===== config.mk =====
export PLATFORM = sky130hd
export DESIGN_NAME = pepg_update
export DESIGN_NICKNAME = d
export VERILOG_FILES = /design/src/rtl/core/pepg_pkg.sv /design/src/rtl/core/pepg_update.sv
export SDC_FILE = /design/constraint.sdc
export NUM_CORES = 1
export LEC_CHECK = 0
export ABC_AREA = 1
export BUFFER_PORTS_ARGS = -buffer_cell sky130_fd_sc_hd__buf_2
export CAP_MARGIN = 10
export CORE_AREA = 4 4 132 134
export DETAILED_ROUTE_END_ITERATION = 6
export DIE_AREA = 0 0 136 138
export GPL_TIMING_DRIVEN = 1
export PLACE_DENSITY_LB_ADDON = 0.08
export SLEW_MARGIN = 40
export SYNTH_ARGS = -nofsm -noshare
export SYNTH_HDL_FRONTEND = slang
export SYNTH_SLANG_ARGS = --single-unit

===== constraint.sdc =====
create_clock -name vclk -period 5.21
set_input_delay 0.2605 -clock vclk [all_inputs]
set_output_delay 0.2605 -clock vclk [all_outputs]
set_load 0.03 [all_outputs]

===== src/rtl/core/pepg_pkg.sv =====
`default_nettype none

package pepg_pkg;

    // field widths fixed by the interface
    localparam int WIN_BITS     = 20;
    localparam int ID_BITS      = 32;
    localparam int CFG_IDX_BITS = 2;

    // default geometry
    localparam int DEF_X_BITS    = 5;
    localparam int DEF_Y_BITS    = 5;
    localparam int DEF_TIME_BITS = 48;

    // configuration register indexes
    localparam logic [CFG_IDX_BITS-1:0] CFG_POST_WINDOW   = 2'd0;
    localparam logic [CFG_IDX_BITS-1:0] CFG_PRE_WINDOW    = 2'd1;
    localparam logic [CFG_IDX_BITS-1:0] CFG_PILEUP_WINDOW = 2'd2;

    // window reset values in ticks
    localparam logic [WIN_BITS-1:0] POST_WINDOW_RST   = 20'd8192;
    localparam logic [WIN_BITS-1:0] PRE_WINDOW_RST    = 20'd512;
    localparam logic [WIN_BITS-1:0] PILEUP_WINDOW_RST = 20'd16;

    // transaction modes
    localparam logic MODE_EVENT = 1'b0;
    localparam logic MODE_FLUSH = 1'b1;

    // class of the gap to a same-pixel neighbor
    typedef enum logic [1:0] {
        GAP_NONE   = 2'd0,
        GAP_NEAR   = 2'd1,
        GAP_SHORT  = 2'd2,
        GAP_PILEUP = 2'd3
    } gap_class_t;

    typedef enum logic [1:0] {
        GRADE_ISOLATED = 2'd0,
        GRADE_FOLLOWED = 2'd1,
        GRADE_SHORT    = 2'd2,
        GRADE_PILEUP   = 2'd3
    } grade_t;

    typedef struct packed {
        logic [WIN_BITS-1:0] post_window;
        logic [WIN_BITS-1:0] pre_window;
        logic [WIN_BITS-1:0] pileup_window;
    } window_cfg_t;

    typedef struct packed {
        logic                valid;
        logic [ID_BITS-1:0]  graded_id;
        grade_t              grade;
    } result_t;

endpackage

`default_nettype wire


===== src/rtl/core/pepg_update.sv =====
`default_nettype none

module pepg_update #(
    parameter int TIME_BITS = pepg_pkg::DEF_TIME_BITS
) (
    input  wire logic                         in_mode,
    input  wire logic [TIME_BITS-1:0]         in_time,
    input  wire logic [pepg_pkg::ID_BITS-1:0] in_id,
    input  wire pepg_pkg::window_cfg_t        cfg,
    input  wire logic                         old_seen,
    input  wire logic                         old_pending,
    input  wire logic [1:0]                   old_class,
    input  wire logic [pepg_pkg::ID_BITS-1:0] old_id,
    input  wire logic [TIME_BITS-1:0]         old_time,
    output pepg_pkg::result_t                 res,
    output logic                              wr_en,
    output logic                              new_seen,
    output logic                              new_pending,
    output logic [1:0]                        new_class,
    output logic [pepg_pkg::ID_BITS-1:0]      new_id,
    output logic [TIME_BITS-1:0]              new_time
);

    import pepg_pkg::*;

    localparam int CMP_BITS = (TIME_BITS > WIN_BITS) ? TIME_BITS : WIN_BITS;

    function automatic grade_t grade_of(gap_class_t back_cls, gap_class_t fwd_cls);
        grade_t g;
        if (back_cls == GAP_PILEUP || fwd_cls == GAP_PILEUP) begin
            g = GRADE_PILEUP;
        end else if (back_cls == GAP_SHORT || fwd_cls == GAP_SHORT) begin
            g = GRADE_SHORT;
        end else if (fwd_cls == GAP_NEAR) begin
            g = GRADE_FOLLOWED;
        end else begin
            g = GRADE_ISOLATED;
        end
        return g;
    endfunction

    logic [TIME_BITS-1:0] gap;
    logic [CMP_BITS-1:0]  gap_ext;
    logic [CMP_BITS-1:0]  post_ext;
    logic [CMP_BITS-1:0]  pre_ext;
    logic [CMP_BITS-1:0]  pileup_ext;
    gap_class_t           cls;
    gap_class_t           before_cls;

    // backward gap, clamped at zero if time runs backwards
    assign gap        = (in_time >= old_time) ? (in_time - old_time) : '0;
    assign gap_ext    = CMP_BITS'(gap);
    assign post_ext   = CMP_BITS'(cfg.post_window);
    assign pre_ext    = CMP_BITS'(cfg.pre_window);
    assign pileup_ext = CMP_BITS'(cfg.pileup_window);
    assign before_cls = gap_class_t'(old_class);

    // classify the gap to the previous event on this pixel
    always_comb begin
        if (!old_seen || (gap_ext > post_ext)) begin
            cls = GAP_NONE;
        end else if (gap_ext < pileup_ext) begin
            cls = GAP_PILEUP;
        end else if (gap_ext < pre_ext) begin
            cls = GAP_SHORT;
        end else begin
            cls = GAP_NEAR;
        end
    end

    // finalize the pending event and build the new entry
    always_comb begin
        res.valid     = old_pending;
        res.graded_id = old_id;
        new_seen      = old_seen;
        new_pending   = old_pending;
        new_class     = old_class;
        new_id        = old_id;
        new_time      = old_time;
        if (in_mode == MODE_FLUSH) begin
            res.grade   = grade_of(before_cls, GAP_NONE);
            wr_en       = old_pending;
            new_pending = 1'b0;
        end else begin
            res.grade   = grade_of(before_cls, cls);
            wr_en       = 1'b1;
            new_seen    = 1'b1;
            new_pending = 1'b1;
            new_class   = cls;
            new_id      = in_id;
            new_time    = in_time;
        end
    end

endmodule

`default_nettype wire


==> impl_metrics.tcl, run 1 <==
set metrics [dict create \
    layout_common_cells "nand2_1, buf_2, inv_1" \
    die_y_um 138 \
    vdd_drop_max_mv 0.0610 \
    hp-class "in2out" \
    syn_avg_cell_area_um2 5.14 \
    fin_crit_sh 0.927 \
    critPathKind "in2out" \
    setup_ws_ps 381 \
    die_width_um 136 \
    yosys-top-cells-area "nand2_1, ha_1, inv_1, nand3_1, nor2_1" \
    synth_top_area_cell "nand2_1" \
    tightest_slew_ps 726 \
    wire_per_inst_um 15.0 \
    drc_errors 0 \
    final_common_cell "nand2_1" \
    tns_ps 0 \
    seq_cell_count 0 \
    top_usage_layer "met2" \
    grtUsageTotal 0.284 \
    syn_nets 1720 \
    arrival_ps 4570 \
    slew_viol_final 0 \
    finalWeightedCongestion 0.956 \
    cts_setup_buffers 0 \
    drt_iter0_markers 677 \
    via_count 9571 \
    dp_slack_ps 418 \
    grt_overflow_total 0 \
    power_density_mw_per_mm2 127 \
    synth.distinct_cells 47 \
    worstPathRequired_ps 4950 \
    core_area_mm2 0.0163 \
    drt_pass1_iterations 6 \
    cts_hold_buf 0 \
    antenna_found_initial 1 \
    layout.cells.non_filler 1908 \
    path_delay_family "simple AND/OR/NAND/NOR gates" \
    drive_gt1_frac 0.261 \
    grt_use_met1 0.387 \
    via_per_inst 5.02 \
    grt_pass1_vias 8878 \
    grt_use_met3 0.0283 \
    fp-row-count 47 \
    cp-start-kind "primary input" \
    maxCapViolCount 0 \
    nets 2019 \
    endpoint_kind "output pin" \
    path_common_cell "nand2_1" \
    wl_mm 28.7 \
    portBuffers 345 \
    fin_crit_ps 4830 \
    crit_path_top_delay_cell "a2111oi_0" \
    rsz0062_at_grt "no" \
    p_leak_nw 5.52 \
    seq_area_um2 0 \
    die_area_mm2 0.0188 \
    clkbuf_count 0 \
    synth_area_mm2 0.00714 \
    status "completed" \
    worstPathBufferInverterCount 5 \
    grt_pass1_wl_mm 44.2 \
    dpl.hpwl_mm 25.6 \
    yosysTopAreaCellShare 0.240 \
    initial_utilization 0.439 \
    ys_seq_area_frac 0 \
    cts_resized 0 \
    whs_ps 789 \
    setup-violations-final 0 \
    route.antenna.remaining_nets 0 \
    finalHoldViolCount 0 \
    num_io_pins 345 \
    met2_usage 0.490 \
    slowest_delay_ps 580 \
    dp.cells 1908 \
    area_delta_synth_final_pct 23.9 \
    diodes 0 \
    worstPathMaxFanout 14 \
    grt_max_degree 49 \
    ys_warn_count 0 \
    clock.fmax_mhz 207 \
    slew_headroom 0.503 \
    postSynthCellCount 1391 \
]
## where the power goes
group	internal, W	total, W	switching, W
Sequential	0	0	0
Clock	0	0	0
Combinational	0.000386	0.00112	0.000735
Total	0.000386	0.00112	0.000735
## synth_stat cells (4+ instances only)
cell      count
nand2_1     456
inv_1       241
nor2_1      107
ha_1        103
nand3_1      82
a21oi_1      76
o21ai_0      72
buf_4        35
nand4_1      32
nor2_2       20
nand2_2      19
clkbuf_1     18
or2_2        17
inv_2        12
nor3_1       12
o21bai_1     12
o21ai_1      11
a21o_1        8
nand3b_1      7
nand3_2       4
o21a_1        4
## layout make-up
class                           count  area [um^2]
Fill cell                        1889         7440
Timing Repair Buffer              352         1780
Tap cell                          220          275
Multi-Input combinational cell   1081         5840
Inverter                          255          958
## path summary, 6_finish.rpt
| kind | start | end | slack, ps | cells after the start |
|---|---|---|---|---|
| setup / recovery | in_time[0] | new_class[1] | 380 | 33 |
| hold / removal | old_id[21] | res[23] | 790 | 2 |
## metal layers
layer | wire length, um | share of wire
met1 | 12500 | 0.44
met2 | 13000 | 0.45
met3 | 2590 | 0.090
met4 | 550 | 0.019
met5 | 0 | 0
## through the flow
stage | power, W | util | area (um^2)
3_5_place_dp | 0.00111 | 0.544 | 8850
2_1_floorplan | 0.000778 | - | 7140
4_1_cts | 0.00111 | 0.544 | 8850
5_1_grt | 0.00125 | 0.544 | 8850
6_report | 0.00112 | 0.544 | 8850
3_3_place_gp | 0.00110 | 0.544 | 8850
## kinds of logic after synthesis
kind of cell | synth area share
xor+xnor | 0.00245
fa+ha+maj | 0.183
buf+inv | 0.182
compound gates | 0.162
simple gates | 0.470
Note: power is estimated with default switching activity, not from simulation.
==> run 2: changes to the inputs <==
- ABC_AREA: 1 -> 0
- CORE_AREA: 4 4 132 134 -> 4 4 134 136
- DIE_AREA: 0 0 136 138 -> 0 0 138 140
==> impl_metrics.tcl, run 2 <==
set metrics [dict create \
    status "completed" \
    endpoint_kind "output pin" \
    clock.fmax_mhz 206 \
    layout.cells.non_filler 1436 \
    yosysMostFrequentCell "inv_1" \
    dpl_cell_area_mm2 0.00810 \
    die_y_um 140 \
    syn_nets 1234 \
    setup-violations-final 0 \
    drive_gt1_frac 0.402 \
    whs_ps 785 \
    maxCapViolCount 0 \
    core_area_mm2 0.0169 \
    worstPathRequired_ps 4950 \
    synth_top_area_cell "ha_1" \
    route.antenna.remaining_nets 0 \
    power_density_mw_per_mm2 133 \
    grt_overflow_total 0 \
    slew_viol_final 0 \
    fin_crit_ps 4850 \
    slew_headroom 0.513 \
    tightest_slew_ps 731 \
    antenna_found_initial 0 \
    yosys-top-cells-area "ha_1, mux2_2, inv_1, a21oi_1, nand2_1" \
    cp-start-kind "primary input" \
    grtUsageTotal 0.200 \
    diodes 0 \
    ys_seq_area_frac 0 \
    drc_errors 0 \
    postSynthCellCount 905 \
    cp_cell_sequence "buf_2 > ha_1 > a21oi_2 > nor2_1 > nor4_1 > buf_4 > a31oi_1 > a211oi_2 > buf_12 > nor2_1 > ha_1 > nand4_1 > nor2_1 > a2111oi_2 > nand2_1 > o32a_1 > o21ai_0 > o21bai_1 > a21oi_1 > o21ai_0 > o21bai_1 > buf_2" \
    critPathLaunch "in_time[11]" \
    dpl.hpwl_mm 18.8 \
    seq_area_um2 0 \
    fill_cells 1888 \
    vdd_drop_max_mv 0.0695 \
    via_per_inst 5.07 \
    drt_pass1_iterations 5 \
    path_common_cell "nor2_1" \
    path_delay_family "compound AO/OA/AOI/OAI gates" \
    tns_ps 0 \
    arrival_ps 4590 \
    nets 1542 \
    hp-class "in2out" \
    rsz0062_at_grt "yes" \
    syn_avg_cell_area_um2 6.88 \
    seq_cell_count 0 \
    synth_area_mm2 0.00623 \
    slowest_delay_ps 410 \
    yosys-top-cells-count "inv_1, ha_1, a21oi_1, mux2_2, nand2_1" \
    synth.distinct_cells 66 \
    num_io_pins 345 \
    portBuffers 345 \
    worstPathMaxFanout 24 \
    dp.cells 1435 \
    p_leak_nw 4.44 \
    crit_path_top_delay_cell "ha_1" \
    fin_crit_sh 0.931 \
    grt_pass1_vias 7110 \
    fp-row-count 48 \
    grt_pass1_wl_mm 34.1 \
    hp-start "old_id[26]" \
    ys_warn_count 0 \
    finalWeightedCongestion 0.930 \
    layout_common_cells "buf_2, inv_1, ha_1" \
    fin_area_mm2 0.00817 \
    clkbuf_count 0 \
    area_delta_synth_final_pct 31.1 \
    wl_mm 21.0 \
    die_area_mm2 0.0193 \
    worstPathBufferInverterCount 4 \
    drt_iter0_markers 262 \
    die_width_um 138 \
    postLayoutCoreUtil 0.482 \
    wire_per_inst_um 14.6 \
    grt_max_degree 87 \
    initial_utilization 0.368 \
    critPathKind "in2out" \
    yosysTopAreaCellShare 0.207 \
    via_count 7286 \
    final_common_cell "buf_2" \
    finalHoldViolCount 0 \
]
[run 2: cell types whose count changed after synthesis, sizes merged, moves of 12 or more]
cell,change
a21o,+17
clkbuf,+14
inv,-137
mux2,+80
nand2,-405
nand2b,+12
nand3,-75
nor2,-67
o21ai,-32
or2,-14
xnor2,+24
xor2,+12
[run 2: through the flow]
stage               total power, W  setup slack [ps]
floorplan                 0.000745               166
global placement           0.00108               264
detailed placement         0.00107               188
CTS                        0.00108               162
global route               0.00120              3.52
finish                     0.00109               362
[run 2: repair_timing]
| item | 4_1_cts | 5_1_grt |
|---|---|---|
| hold buffers | 0 | 0 |
| setup endpoints to repair | 0 | 4 |
| hold endpoints to repair | 0 | 0 |
| buffers inserted | 0 | 1 |
| gates resized for setup | 0 | 18 |
[run 2: final cells by class]
| type | instances | area [um^2] | area share |
|---|---|---|---|
| Multi-Input combinational cell | 715 | 5440 | 0.666 |
| Timing Repair Buffer | 380 | 2010 | 0.246 |
| Inverter | 116 | 435 | 0.0533 |
| Tap cell | 225 | 282 | 0.0345 |
[run 2: worst paths after layout]
kind	endpoint	slack (ps)	depth (start not counted)
worst max-delay path	res[1]	360	22
worst min-delay path	res[28]	790	2
[run 2: metal layers]
metal	vias to the layer above	global-route usage	wire [um]
li1	3832	-	-
met1	3230	0.273	9730
met2	218	0.365	10200
met3	6	0.0137	973
met4	0	0.00572	60
met5	-	0	0
[run 2: cell families (layout without fill, tap and decap cells)]
kind of cell    Yosys count  count (layout)  share of synthesized area
mux                      86              86                      0.154
simple gates            243             243                      0.192
compound gates          243             243                      0.253
xor+xnor                 38              38                     0.0534
buf+inv                 190             496                      0.136
fa+ha+maj               105             105                      0.212
[run 2: report_power, final]
part           internal, W  switching, W
combinational     0.000450      0.000636
clock                    0             0
sequential               0             0
total             0.000450      0.000636
